**src/rtl/cobs_crc8_pkg.sv**
```systemverilog
package cobs_crc8_pkg;

  localparam int unsigned MaxCommands = 16;
  localparam int unsigned CmdIdxW     = 4;
  localparam int unsigned CountW      = 5;
  localparam int unsigned PosW        = 9;
  localparam int unsigned ChainW      = 10;

  localparam logic [7:0]  CrcPoly  = 8'h4D;
  localparam logic [7:0]  TailLen  = 8'd5;

  localparam logic [63:0] TableLowReset  = 64'd30582;
  localparam logic [63:0] TableHighReset = 64'd0;
  localparam logic [4:0]  CountReset     = 5'd2;

  typedef enum logic [1:0] {
    CfgTableLow  = 2'd0,
    CfgTableHigh = 2'd1,
    CfgCount     = 2'd2
  } cfg_idx_e;

  typedef enum logic [2:0] {
    StOk         = 3'd0,
    StUnknownCmd = 3'd1,
    StCrcErr     = 3'd2,
    StLenErr     = 3'd3,
    StZeroByte   = 3'd4
  } status_e;

  typedef enum logic {
    KindPayload = 1'b0,
    KindEnd     = 1'b1
  } kind_e;

  typedef struct packed {
    kind_e       kind;
    logic [7:0]  payload;
    status_e     status;
    logic [7:0]  command;
    logic [7:0]  subcommand;
    logic [7:0]  length;
    logic [3:0]  cmd_idx;
  } result_t;

  function automatic logic [7:0] crc8_update(logic [7:0] crc, logic [7:0] data);
    logic [7:0] c;
    c = crc ^ data;
    for (int k = 0; k < 8; k++) begin
      c = c[7] ? ({c[6:0], 1'b0} ^ CrcPoly) : {c[6:0], 1'b0};
    end
    return c;
  endfunction

endpackage

```
**src/rtl/cobs_crc8_frame_receiver.sv**
```systemverilog
// Receiver for zero-delimited, byte-stuffed command frames with a CRC-8 check.
// rx channel: one raw byte per transfer on rx_byte_i (rx_valid_i / rx_ready_o).
// out channel: one result per transfer; result_kind_o low carries an unstuffed
//   payload byte, high closes the frame with status_o and the header fields.
//   Header bytes and the CRC byte produce no result.
// cfg channel: cfg_index_i 0 and 1 write the low and high halves of the command
//   table, 2 writes the number of valid entries; always ready, write only
//   while the receiver is idle.
// A byte is registered in the input register at its transfer; its result is
//   registered in the result register, which drives out_valid_o.
// Throughput: one byte per cycle while results are taken; unstuffing, CRC
//   update, command lookup and checks run combinationally between registers.
// A full result register that is not taken holds the byte in the input
//   register; rx_ready_o stays high while the input register can move on.
// Reset clears the frame state, loads the default command table and empties
//   both registers; the first byte after reset or after any status result is
//   taken as the stuff pointer of a new frame unless it is a zero byte.
module cobs_crc8_frame_receiver (
  input  logic        clk_i,
  input  logic        rst_ni,
  input  logic        rx_valid_i,
  output logic        rx_ready_o,
  input  logic [7:0]  rx_byte_i,
  output logic        out_valid_o,
  input  logic        out_ready_i,
  output logic        result_kind_o,
  output logic [7:0]  payload_byte_o,
  output logic [2:0]  status_o,
  output logic [7:0]  command_byte_o,
  output logic [7:0]  subcommand_byte_o,
  output logic [7:0]  data_length_o,
  output logic [3:0]  command_index_o,
  input  logic        cfg_valid_i,
  output logic        cfg_ready_o,
  input  logic [1:0]  cfg_index_i,
  input  logic [63:0] cfg_data_i
);
  import cobs_crc8_pkg::*;

  logic [63:0]         tab_lo_q, tab_hi_q;
  logic [CountW-1:0]   count_q;

  logic                in_valid_q;
  logic [7:0]          in_byte_q;

  logic [PosW-1:0]     pos_q, pos_d;
  logic [ChainW-1:0]   chain_q, chain_d;
  logic [7:0]          crc_q, crc_d;
  logic [7:0]          cmd_q, cmd_d;
  logic [7:0]          sub_q, sub_d;
  logic [7:0]          len_q, len_d;
  logic [CmdIdxW-1:0]  match_q, match_d;
  logic                crc_ok_q, crc_ok_d;

  logic                out_valid_q, out_valid_d;
  result_t             res_q, res_d;

  logic                fire;
  logic                emit;
  logic [PosW-1:0]     end_pos;
  logic                hit;
  logic [7:0]          ubyte;
  logic [ChainW-1:0]   chain_adv;
  logic [127:0]        table_all;
  logic [CountW-1:0]   n_cmds;
  logic                lk_found;
  logic [CmdIdxW-1:0]  lk_idx;

  assign cfg_ready_o = 1'b1;
  assign fire        = in_valid_q && (!out_valid_q || out_ready_i);
  assign rx_ready_o  = !in_valid_q || fire;

  // Command lookup: first match wins among the valid entries.
  assign table_all = {tab_hi_q, tab_lo_q};
  assign n_cmds    = (count_q > CountW'(MaxCommands)) ? CountW'(MaxCommands) : count_q;

  always_comb begin
    lk_found = 1'b0;
    lk_idx   = '0;
    for (int i = MaxCommands - 1; i >= 0; i--) begin
      if ((CountW'(i) < n_cmds) && (table_all[i*8 +: 8] == cmd_q)) begin
        lk_found = 1'b1;
        lk_idx   = CmdIdxW'(i);
      end
    end
  end

  assign end_pos   = {1'b0, len_q} + PosW'(TailLen);
  assign hit       = ({1'b0, pos_q} == chain_q);
  assign ubyte     = hit ? 8'h00 : in_byte_q;
  assign chain_adv = hit ? (chain_q + ChainW'(in_byte_q)) : chain_q;

  always_comb begin
    logic          close;
    status_e       st;
    logic [7:0]    len_new;
    logic [PosW-1:0] end_new;

    close    = 1'b0;
    st       = StOk;
    len_new  = ubyte;
    end_new  = {1'b0, len_new} + PosW'(TailLen);
    emit     = 1'b0;

    pos_d    = pos_q;
    chain_d  = chain_q;
    crc_d    = crc_q;
    cmd_d    = cmd_q;
    sub_d    = sub_q;
    len_d    = len_q;
    match_d  = match_q;
    crc_ok_d = crc_ok_q;

    res_d         = res_q;
    res_d.kind    = KindPayload;
    res_d.payload = 8'h00;
    res_d.status  = StOk;

    if (pos_q >= PosW'(4) && pos_q == end_pos) begin
      close = 1'b1;
      st    = (in_byte_q != 8'h00) ? StLenErr : (crc_ok_q ? StOk : StCrcErr);
    end else if (in_byte_q == 8'h00) begin
      close = 1'b1;
      st    = StZeroByte;
    end else begin
      chain_d = chain_adv;
      if (pos_q == '0) begin
        pos_d = PosW'(1);
      end else if (pos_q < PosW'(4)) begin
        crc_d = crc8_update(crc_q, ubyte);
        pos_d = pos_q + PosW'(1);
        if (pos_q == PosW'(1)) begin
          cmd_d = ubyte;
        end else if (pos_q == PosW'(2)) begin
          sub_d = ubyte;
        end else begin
          len_d = len_new;
          if (!lk_found) begin
            close = 1'b1;
            st    = StUnknownCmd;
          end else begin
            match_d = lk_idx;
            if ({1'b0, end_new} < chain_adv) begin
              close = 1'b1;
              st    = StLenErr;
            end
          end
        end
      end else if (pos_q < end_pos - PosW'(1)) begin
        crc_d         = crc8_update(crc_q, ubyte);
        pos_d         = pos_q + PosW'(1);
        emit          = 1'b1;
        res_d.payload = ubyte;
      end else begin
        crc_ok_d = (ubyte == crc_q);
        pos_d    = pos_q + PosW'(1);
      end
    end

    res_d.command    = cmd_d;
    res_d.subcommand = sub_d;
    res_d.length     = len_d;
    res_d.cmd_idx    = match_d;

    if (close) begin
      emit          = 1'b1;
      res_d.kind    = KindEnd;
      res_d.payload = 8'h00;
      res_d.status  = st;
      res_d.cmd_idx = (st == StOk) ? match_d : '0;
      pos_d    = '0;
      chain_d  = '0;
      crc_d    = '0;
      cmd_d    = '0;
      sub_d    = '0;
      len_d    = '0;
      match_d  = '0;
      crc_ok_d = 1'b0;
    end
  end

  always_comb begin
    if (fire) begin
      out_valid_d = emit;
    end else if (out_ready_i) begin
      out_valid_d = 1'b0;
    end else begin
      out_valid_d = out_valid_q;
    end
  end

  always_ff @(posedge clk_i or negedge rst_ni) begin
    if (!rst_ni) begin
      tab_lo_q <= TableLowReset;
      tab_hi_q <= TableHighReset;
      count_q  <= CountReset;
    end else if (cfg_valid_i && cfg_ready_o) begin
      case (cfg_idx_e'(cfg_index_i))
        CfgTableLow:  tab_lo_q <= cfg_data_i;
        CfgTableHigh: tab_hi_q <= cfg_data_i;
        CfgCount:     count_q  <= cfg_data_i[CountW-1:0];
        default: ;
      endcase
    end
  end

  always_ff @(posedge clk_i or negedge rst_ni) begin
    if (!rst_ni) begin
      in_valid_q <= 1'b0;
    end else if (rx_ready_o) begin
      in_valid_q <= rx_valid_i;
    end
  end

  always_ff @(posedge clk_i) begin
    if (rx_ready_o && rx_valid_i) begin
      in_byte_q <= rx_byte_i;
    end
  end

  always_ff @(posedge clk_i or negedge rst_ni) begin
    if (!rst_ni) begin
      pos_q    <= '0;
      chain_q  <= '0;
      crc_q    <= '0;
      cmd_q    <= '0;
      sub_q    <= '0;
      len_q    <= '0;
      match_q  <= '0;
      crc_ok_q <= 1'b0;
    end else if (fire) begin
      pos_q    <= pos_d;
      chain_q  <= chain_d;
      crc_q    <= crc_d;
      cmd_q    <= cmd_d;
      sub_q    <= sub_d;
      len_q    <= len_d;
      match_q  <= match_d;
      crc_ok_q <= crc_ok_d;
    end
  end

  always_ff @(posedge clk_i or negedge rst_ni) begin
    if (!rst_ni) begin
      out_valid_q <= 1'b0;
    end else begin
      out_valid_q <= out_valid_d;
    end
  end

  always_ff @(posedge clk_i) begin
    if (fire && emit) begin
      res_q <= res_d;
    end
  end

  assign out_valid_o       = out_valid_q;
  assign result_kind_o     = res_q.kind;
  assign payload_byte_o    = res_q.payload;
  assign status_o          = res_q.status;
  assign command_byte_o    = res_q.command;
  assign subcommand_byte_o = res_q.subcommand;
  assign data_length_o     = res_q.length;
  assign command_index_o   = res_q.cmd_idx;

  a_pos_in_frame: assert property (@(posedge clk_i) disable iff (!rst_ni)
    pos_q <= end_pos)
    else $error("frame position past terminator");

  a_payload_ok: assert property (@(posedge clk_i) disable iff (!rst_ni)
    out_valid_q && res_q.kind == KindPayload |-> res_q.status == StOk)
    else $error("payload result carries an error status");

  a_err_index: assert property (@(posedge clk_i) disable iff (!rst_ni)
    out_valid_q && res_q.kind == KindEnd && res_q.status != StOk
      |-> res_q.cmd_idx == '0 && res_q.payload == 8'h00)
    else $error("failed frame reports command index or payload");

endmodule

```
**config.mk**
```make
export PLATFORM = sky130hd
export DESIGN_NAME = cobs_crc8_frame_receiver
export DESIGN_NICKNAME = d
export VERILOG_FILES = /design/src/rtl/cobs_crc8_pkg.sv /design/src/rtl/cobs_crc8_frame_receiver.sv
export SDC_FILE = /design/constraint.sdc
export NUM_CORES = 1
export LEC_CHECK = 0
export BUFFER_PORTS_ARGS = -buffer_cell sky130_fd_sc_hd__buf_4
export CORE_ASPECT_RATIO = 0.9
export CORE_UTILIZATION = 58
export DETAILED_ROUTE_END_ITERATION = 10
export HOLD_SLACK_MARGIN = 0.03
export PLACE_DENSITY = 0.84
export SLEW_MARGIN = 20
export SYNTH_ARGS = -nofsm -noshare
export SYNTH_HDL_FRONTEND = slang
export SYNTH_SLANG_ARGS = --single-unit
```
**constraint.sdc**
```tcl
create_clock -name clk_i -period 8.2 [get_ports clk_i]
set_clock_uncertainty 0.05 [all_clocks]
set_input_delay 0.41 -clock clk_i [delete_from_list [all_inputs] [get_ports clk_i]]
set_output_delay 0.41 -clock clk_i [all_outputs]
set_load 0.02 [all_outputs]
```
# Word-level counts from Yosys, hierarchy flattened

Index checks and enable logic that the tools add are counted.

Flip-flop bits (word level): 239
Input port bits: 79
Output and inout bits: 43

Add/sub/neg operators: 5
Order comparisons: 21
Equality and inequality tests: 28
Mux-type cells: 124
Bitwise operators: 10
Reduce and logical (&&, ||, !) cells: 38

Operator list:

| cell                                                 | count |
|---|---|
| two-way mux 8 bit                                    | 32 |
| equality test 8 bit                                  | 17 |
| two-way mux 4 bit                                    | 26 |
| two-way mux 7 bit                                    | 8 |
| < comparator 4 x 5 -> 1 bit (first input constant)   | 8 |
| two-way mux 10 bit                                   | 4 |
| two-way mux 1 bit                                    | 38 |
| two-way mux 9 bit                                    | 4 |
| inverter 4 bit                                       | 8 |
| logical AND 1 bit                                    | 20 |
| < comparator 3 x 5 -> 1 bit (first input constant)   | 4 |
| adder 8 x 3 -> 9 bit (second input constant)         | 2 |
| two-way mux 2 bit                                    | 8 |
| two-way mux 12 bit                                   | 1 |
| adder 10 x 8 -> 10 bit                               | 1 |
| equality test 9 x 10 -> 1 bit                        | 1 |
| < comparator 1 x 5 -> 1 bit (first input constant)   | 2 |
| < comparator 2 x 5 -> 1 bit (first input constant)   | 2 |
| < comparator 9 x 10 -> 1 bit                         | 1 |
| != test 2 x 1 -> 1 bit (second input constant)       | 5 |
| adder 9 x 1 -> 9 bit (second input constant)         | 1 |
| equality test 9 x 1 -> 1 bit (second input constant) | 1 |
| equality test 9 x 2 -> 1 bit (second input constant) | 1 |
| equality test 9 bit                                  | 1 |
| 25 further kinds                                     | 30 |

# Logic depth before layout (Yosys ltp)

Gate-level depths: netlist (run 1).

Word-level depth: 30
Mapped depth: 23
Depth with buffers taken out: 20

# Least setup slack after synthesis (run 1)

OpenSTA, ideal clock, no wires.

Path kind: register to register
Start: reg pos_q[8]
End: reg res_q, in the netlist command_byte_o[0] (enable)
Data arrival time: 5301 ps
Slack: 2399 ps
Cell stages (with the launch flop): 21
Period minus slack after synthesis: 5801 ps
Path through: dfrtp_1 > buf_2 > xnor2_1 > nand4_1 > or3_1 > buf_2 > clkbuf_1 > and2_1 > and3_1 > nand3_1 > xor2_1 > nor2_1 > ha_1 > a21o_1 > a21o_1 > nor2_1 > nand2_1 > o211ai_1 > o21a_4 > nor2_8 > a21oi_1

Cells in the longest elaborated chain, start to end: 14
Elaborated cells between the ends (all ways): 28
Those cells by class: add/sub: 1; order compare: 4; eq/ne: 4; mux: 16; reduce/logical: 3

Ends and longest elaborated chain:

| what                          | RTL line                        | RTL |
|---|---|---|
| start, declared               | cobs_crc8_frame_receiver.sv:46  | `logic [PosW-1:0] pos_q, pos_d;` |
| start signal, assigned        | cobs_crc8_frame_receiver.sv:232 | `pos_q <= pos_d;` |
| equality test 9 x 10 -> 1 bit | cobs_crc8_frame_receiver.sv:89  | `assign hit = ({1'b0, pos_q} == chain_q);` |
| two-way mux 8 bit             | cobs_crc8_frame_receiver.sv:90  | `assign ubyte = hit ? 8'h00 : in_byte_q;` |
| adder 8 x 3 -> 9 bit          | cobs_crc8_frame_receiver.sv:102 | `end_new = {1'b0, len_new} + PosW'(TailLen);` |
| < comparator 9 x 10 -> 1 bit  | cobs_crc8_frame_receiver.sv:143 | `if ({1'b0, end_new} < chain_adv) begin` |
| two-way mux 1 bit             | cobs_crc8_frame_receiver.sv:143 |  |
| two-way mux 1 bit             | cobs_crc8_frame_receiver.sv:138 | `if (!lk_found) begin` |
| two-way mux 1 bit             | cobs_crc8_frame_receiver.sv:134 | `end else if (pos_q == PosW'(2)) begin` |
| two-way mux 1 bit             | cobs_crc8_frame_receiver.sv:132 | `if (pos_q == PosW'(1)) begin` |
| two-way mux 1 bit             | cobs_crc8_frame_receiver.sv:129 | `end else if (pos_q < PosW'(4)) begin` |
| two-way mux 1 bit             | cobs_crc8_frame_receiver.sv:127 | `if (pos_q == '0) begin` |
| two-way mux 1 bit             | cobs_crc8_frame_receiver.sv:122 | `end else if (in_byte_q == 8'h00) begin` |
| two-way mux 1 bit             | cobs_crc8_frame_receiver.sv:119 | `if (pos_q >= PosW'(4) && pos_q == end_pos) begin` |
| two-way mux 1 bit *           | cobs_crc8_frame_receiver.sv:165 | `if (close) begin` |
| logical AND 1 bit *           | cobs_crc8_frame_receiver.sv:252 | `if (fire && emit) begin` |
| end signal, assigned          | cobs_crc8_frame_receiver.sv:253 | `res_q <= res_d;` |
| end, declared                 | cobs_crc8_frame_receiver.sv:56  | `result_t res_q, res_d;` |

Every way passes the cells marked *; elsewhere a longest branch is shown, timed or not.
A chain may end at the register's enable or synchronous reset.

# Worst setup path in the final report (run 1)

Start: reg pos_q[6]
End: reg pos_q[5]

Cells in the longest elaborated chain, start to end: 14
Elaborated cells between the ends (all ways): 27
Those cells by class: add/sub: 1; order compare: 3; eq/ne: 6; mux: 14; reduce/logical: 3

Ends and longest elaborated chain:

| what                             | RTL line                        | RTL |
|---|---|---|
| equality test 9 x 10 -> 1 bit *  | cobs_crc8_frame_receiver.sv:89  |  |
| two-way mux 8 bit *              | cobs_crc8_frame_receiver.sv:90  |  |
| via ubyte[0]                     | cobs_crc8_frame_receiver.sv:62  | `logic [7:0] ubyte;` |
| adder 8 x 3 -> 9 bit *           | cobs_crc8_frame_receiver.sv:102 |  |
| < comparator 9 x 10 -> 1 bit *   | cobs_crc8_frame_receiver.sv:143 |  |
| two-way mux 1 bit *              | cobs_crc8_frame_receiver.sv:143 |  |
| two-way mux 1 bit *              | cobs_crc8_frame_receiver.sv:138 |  |
| two-way mux 1 bit *              | cobs_crc8_frame_receiver.sv:134 |  |
| two-way mux 1 bit *              | cobs_crc8_frame_receiver.sv:132 |  |
| two-way mux 1 bit *              | cobs_crc8_frame_receiver.sv:129 |  |
| two-way mux 1 bit *              | cobs_crc8_frame_receiver.sv:127 |  |
| two-way mux 1 bit *              | cobs_crc8_frame_receiver.sv:122 |  |
| two-way mux 1 bit *              | cobs_crc8_frame_receiver.sv:119 |  |
| != test 2 x 1 -> 1 bit (no line) | --                              |  |
| AND reduction 3 bit (no line)    | --                              |  |

Mark *: on every way through the listed nets, which the timed path passes. The rest lies on a longest branch. The select of a mux whose other input is x is not followed.

==> metrics.cfg, run 1 <==
[synthesis]
yosys-top-cells-count=dfrtp_1, mux2_2, xnor2_1
syn-mean-instance-area_um2=11.0
synthSimpleGateAreaFrac_pct=11.6
yosysSeqAreaShare_pct=46.9
yosys_warnings=0
synth_nets=1321
yosysMostFrequentCell=dfrtp_1
ys_ff_latch=239
synthXorXnorAreaFrac_pct=13.7
synthMuxAreaShare_pct=11.7
syn_inst=1210
netlist_area_um2=13300
async_flop_share_pct=79.9
synth_top_family_by_area=XOR/XNOR gates
synth_compound_area_share_pct=9.24
synth_edf_count=48
synthAdderAreaFrac_pct=3.07
yosysUniqueCellTypes=75
ys.flop_type=dfrtp_1
synth.largest_area_cell=dfrtp_1
synth_top_area_share_pct=33.7
ys_top_cells_by_area=dfrtp_1, mux2_2, edfxtp_1

[final_layout]
insertedDiodeCount=0
num-fill-cells=1670
area_growth_syn_to_layout_pct=14.8
nets=1411
drive_above_1_share_pct=26.0
postLayoutCoreUtil_pct=67.9

[global_routing]
grt-ovfl-total=0
grt_pass1_wl_um=53500
grt_pass1_vias=9847
antenna_found_initial=0
grt_max_degree=79
grt_usage_pct=28.8

[clock_network]
clk_latency_ns=0.55
cts_made_buffers=25
cts_root_buf=clkbuf_16
post_cts_buffers=0
cts.sinks=239
clk_pin_slew_ns=0.06
cts_tree=built
ctsHtreeMaxLevel=1
cts_buffer_depth=3

[place]
hpwl_um=22000
port-buffer-count=120
pre_cts_ws_ns=3.03
globalplace.congestion=0.917

[drt]
vias_per_cell=6.08
postRouteAntennaNets=0
vias=9826
routed_wl_um=33100
avgRoutedWirePerCell_um=20.5
drt_first_pass_iters=5
post-route-drc-count=0
drtIter0Drc=909

[floorplan]
row_count=52
dieArea_um2=23500
ios=122
die_h_um=146
initial_core_util_pct=59.1
die_w_um=162
core_area_um2=22500

[sta]
finalCriticalPeriod_ns=5.36
fmax_ghz=0.187
worst_pin_slew_ns=1.16
final_hold_viol_count=0
fin_crit_sh_pct=65.3
holdWs_ns=0.0497
slew_viol_final=0
slew-limit-headroom_pct=22.6
tns_ns=0
rsz0062_at_grt=false
finalSetupViolations=0
fin_ws_ns=2.84

[hold_path]
hold_class=primary input to register
hold_path_depth=2

[power_and_ir_drop]
leakagePower_nw=6.33
power.total_mw=3.92
ir_drop_mv=0.218
power_density_nw_per_um2=256

[critical_path]
worst_setup_path_end_kind=register
cp_max_fo=45
start_kind=register
cp_slowest_cell=or3_1
slowest_delay_ns=0.71
reg2reg_depth=19
cp_data_arrival_time_ns=5.75
cp_cell_sequence=xnor2_1 -> nand4_1 -> or3_1 -> nand2_1 -> inv_1 -> ha_1 -> o21ai_0 -> xnor2_1 -> nor2_1 -> ha_1 -> and4_1 -> o21ai_0 -> a41oi_1 -> o211ai_1 -> o21a_4 -> nor2_8 -> clkinv_4 -> nor2_1 -> a22o_1
path_class=register to register
required_ns=8.60

[flow_run]
maxCapViolCount=0

[outcome]
outcome=completed

==> critical path, delay by kind of cell, from the launching register on <==
family	cells	cell delay [ns]
adders and majority gates	2	0.61
and+or+nand+nor	7	2.12
xor gates and xnor gates	2	0.31
AOI/OAI and AO/OA	6	1.16
DFF	1	0.56
buffers and inverters	2	0.42
==> per-layer routing <==
metal | vias up | routed length [um] | global-route usage (%)
met5 | - | 0 | 0
met4 | 0 | 968 | 9.53
met3 | 80 | 2850 | 5.90
met2 | 449 | 14400 | 41.7
met1 | 4850 | 14900 | 43.2
li1 | 4447 | - | -
==> where the power goes <==
group	total (mW)	internal, mW	switching [mW]
combinational	1.08	0.546	0.535
clock	1.20	0.717	0.481
sequential	1.64	1.42	0.214
total	3.92	2.69	1.23
==> sequential cells by signal, indices dropped and copies added (netlist names), 5 cells and up <==
name,flops
tab_lo_q,64
data_length_o,8
pos_q,9
command_byte_o,8
cmd_q,8
chain_q,10
subcommand_byte_o,8
len_q,8
payload_byte_o,8
tab_hi_q,64
sub_q,8
in_byte_q,8
count_q,5
crc_q,8
==> cell type report <==
cell class | instances | area [um2] | share of cell area (%)
multi-input combinational | 879 | 6610 | 43.2
clock inverter | 14 | 185 | 1.21
inverter | 11 | 46.3 | 0.303
tap | 297 | 372 | 2.43
sequential | 239 | 6240 | 40.8
timing repair buffer | 144 | 1150 | 7.53
clock buffer | 31 | 679 | 4.45
==> cells by family after synthesis <==
family / after synthesis
xor+xnor: 208
other cells: 1
fa+ha+maj: 32
flops: 239
mux: 139
compound gates: 186
buf+inv: 92
simple gates: 313
==> per-stage QoR <==
step | cells | instance area [um2]
2_1_floorplan | 1210 | 13300
3_3_place_gp | 1558 | 14200
3_5_place_dp | 1559 | 14300
4_1_cts | 1614 | 15200
5_1_grt | 1615 | 15300
6_report | 1615 | 15300
==> cells in the final DEF, fill, tap and decap left out, drive strengths merged, types with 25 or more instances in the layout <==
cell / instances
a21oi: 25
ha: 31
mux2: 135
buf: 134
nor2: 64
nand2: 119
edfxtp: 48
xor2: 72
clkbuf: 31
o21ai: 67
xnor2: 136
dfrtp: 179
==> path summary, 6_finish.rpt <==
check	startpoint	to	slack, ns
min in group asynchronous	rst_ni	tab_lo_q[22]$_DFFE_PN0P_	0.40
max	pos_q[6]$_DFFE_PN0P_	pos_q[5]$_DFFE_PN0P_	2.84
min reg2reg	match_q[1]$_DFFE_PN0P_	match_q[1]$_DFFE_PN0P_	0.43
min	cfg_data_i[55]	tab_hi_q[55]$_DFFE_PN0P_	0.05
max in group asynchronous	rst_ni	count_q[1]$_DFFE_PN1P_	6.56
max reg2reg	pos_q[6]$_DFFE_PN0P_	pos_q[5]$_DFFE_PN0P_	2.84
==> what timing repair did <==
| action | 4_1_cts | 5_1_grt |
|---|---|---|
| setup endpoints to repair | 0 | 0 |
| resized for setup | 0 | 0 |
| endpoints found under the hold margin | 64 | 0 |
| hold buffers | 10 | 0 |
Note: power is estimated with default switching activity, not from simulation.
==> run 2, diff against run 1 <==
--- a/config.mk
+++ b/config.mk
@@ -7,10 +7,10 @@
 export LEC_CHECK = 0
 export BUFFER_PORTS_ARGS = -buffer_cell sky130_fd_sc_hd__buf_4
 export CORE_ASPECT_RATIO = 0.9
-export CORE_UTILIZATION = 58
+export CORE_UTILIZATION = 54
 export DETAILED_ROUTE_END_ITERATION = 10
 export HOLD_SLACK_MARGIN = 0.03
-export PLACE_DENSITY = 0.84
+export PLACE_DENSITY = 0.82
 export SLEW_MARGIN = 20
 export SYNTH_ARGS = -nofsm -noshare
 export SYNTH_HDL_FRONTEND = slang
==> constraint.sdc (replaced) <==
create_clock -name clk_i -period 4.38 [get_ports clk_i]
set_clock_uncertainty 0.05 [all_clocks]
set_input_delay 0.219 -clock clk_i [delete_from_list [all_inputs] [get_ports clk_i]]
set_output_delay 0.219 -clock clk_i [all_outputs]
set_load 0.02 [all_outputs]
==> run 2 against run 1 <==
Compared with the run above: first-iteration DRC count increased by 8.0%; fmax rose by 27%; hold slack improved by 0.19 ns; core utilization decreased by 0.58 points; non-clock buffer count up 102; clock power is 78% higher; cell count up 7.2%; critical path type unchanged; critical endpoint is now data_length_o[4]$_DFFE_PP_; largest cell class unchanged; highest routed layer unchanged.
==> metrics.cfg, run 2 (same netlist as run 1, synthesis figures left out) <==
[clock_network]
clk_latency_ns=0.54
cts.sinks=239
ctsHtreeMaxLevel=1
cts_buffer_depth=3
clk_pin_slew_ns=0.06
cts_made_buffers=26
cts_tree=built
cts_root_buf=clkbuf_16

[drt]
postRouteAntennaNets=0
avgRoutedWirePerCell_um=20.3
drtIter0Drc=982
post-route-drc-count=0
vias=10200
drt_first_pass_iters=5
vias_per_cell=5.92
routed_wl_um=35200

[power_and_ir_drop]
ir_drop_mv=0.272
leakagePower_nw=6.79
power.total_mw=7.37
power_density_nw_per_um2=453

[place]
globalplace.congestion=0.917
place.detailed.instances=1604
port-buffer-count=120
hpwl_um=22900

[final_layout]
insertedDiodeCount=0
seqCellArea_um2=6240
drive_above_1_share_pct=28.0
multiInputGateArea_um2=6670
reg_top3=tab_hi_q (64), tab_lo_q (64), chain_q (10)
num-fill-cells=1666
area_growth_syn_to_layout_pct=22.3
instances_no_fill=1731
nets=1514
final_common_cell=dfrtp_1
mostFrequentLayoutCells=dfrtp_1, buf_4, mux2_2, xnor2_1, nand2_1

[global_routing]
grt_pass1_vias=10000
grt_max_degree=120
grt_usage_pct=27.8
grt-ovfl-total=0
grt_pass1_wl_um=55100
antenna_found_initial=0

[sta]
slew_viol_final=0
fin_crit_sh_pct=96.3
finalSetupViolations=0
finalCriticalPeriod_ns=4.22
worst_pin_slew_ns=1.06
rsz0062_at_grt=true
fmax_ghz=0.237
slew-limit-headroom_pct=29.3
final_hold_viol_count=0

[critical_path]
path_class=register to register
start_kind=register
worst_setup_path_end_kind=register
cp_max_fo=21
required_ns=4.56
cp_data_arrival_time_ns=4.39

[floorplan]
row_count=54
die_w_um=167
core_area_um2=24200
die_h_um=151
ios=122
initial_core_util_pct=55.0
dieArea_um2=25300

[outcome]
outcome=completed

[hold_path]
hold_class=primary input to register

[flow_run]
maxCapViolCount=0

## run 2: final timing paths
kind | startpoint | endpoint | slack [ns] | depth (start not counted)
max | chain_q[0]$_DFFE_PN0P_ | data_length_o[4]$_DFFE_PP_ | 0.16 | 18
min | cfg_index_i[1] | count_q[2]$_DFFE_PN0P_ | 0.24 | 3
max reg2reg | chain_q[0]$_DFFE_PN0P_ | data_length_o[4]$_DFFE_PP_ | 0.16 | 18
min reg2reg | sub_q[1]$_DFFE_PN0P_ | sub_q[1]$_DFFE_PN0P_ | 0.43 | 2
max in group asynchronous | rst_ni | tab_lo_q[10]$_DFFE_PN1P_ | 2.98 | 3
min in group asynchronous | rst_ni | tab_lo_q[16]$_DFFE_PN0P_ | 0.35 | 2
## run 2: critical path, stage by stage, from the launching register on
cell	delay (ns)
dfrtp_1	0.44
ha_1	0.25
fa_1	0.41
a21o_1	0.19
a21oi_2	0.17
o21bai_1	0.11
a21oi_2	0.20
o21ai_0	0.12
nand2_1	0.13
xor2_1	0.16
ha_1	0.26
a21o_1	0.19
nor2_1	0.10
nand2_1	0.07
o211ai_1	0.30
o21a_4	0.21
nor2_8	0.07
a21oi_4	0.24
buf_12	0.21
## run 2: layer usage
metal  vias to the layer above  GRT usage, %  wire length, um
li1                       4651             -                -
met1                      5040          39.6            15300
met2                       466          43.6            16000
met3                        89          4.34             2690
met4                         0          9.68             1160
met5                         -             0                0
## run 2: area by class of cell
type | instances | share of cell area (%)
Timing Repair Buffer | 246 | 12.9
Clock buffer | 34 | 4.37
Clock inverter | 14 | 0.746
Sequential cell | 239 | 38.3
Tap cell | 308 | 2.37
Multi-Input combinational cell | 879 | 41.0
Inverter | 11 | 0.300
## run 2: metrics by stage
step | TNS [ns] | hold slack [ns] | instance area [um2] | worst slack, ns | utilization [%]
2_1_floorplan | 0 | -0.127 | 13400 | 0.00452 | -
3_3_place_gp | 0 | 0.348 | 14600 | 0.148 | 60.3
3_5_place_dp | 0 | 0.348 | 14600 | 0.0130 | 60.3
4_1_cts | 0 | 0.236 | 16200 | 0.0254 | 67.0
5_1_grt | -0.264 | 0.247 | 16300 | -0.0409 | 67.3
6_report | 0 | 0.236 | 16300 | 0.163 | 67.3
## run 2: timing repair
action,in CTS,in global routing
hold buffers,76,0
endpoints found under the setup margin,8,92
setup buffers,0,3
hold endpoints to repair,255,0
pin swaps,0,5
gates resized for setup,2,14
## run 2: report_power, final
part,internal (mW),total [mW],leakage [nW],switching [mW]
Sequential,2.67,3.01,2.77,0.346
Combinational,1.12,2.21,3.60,1.10
Clock,1.22,2.14,0.411,0.921
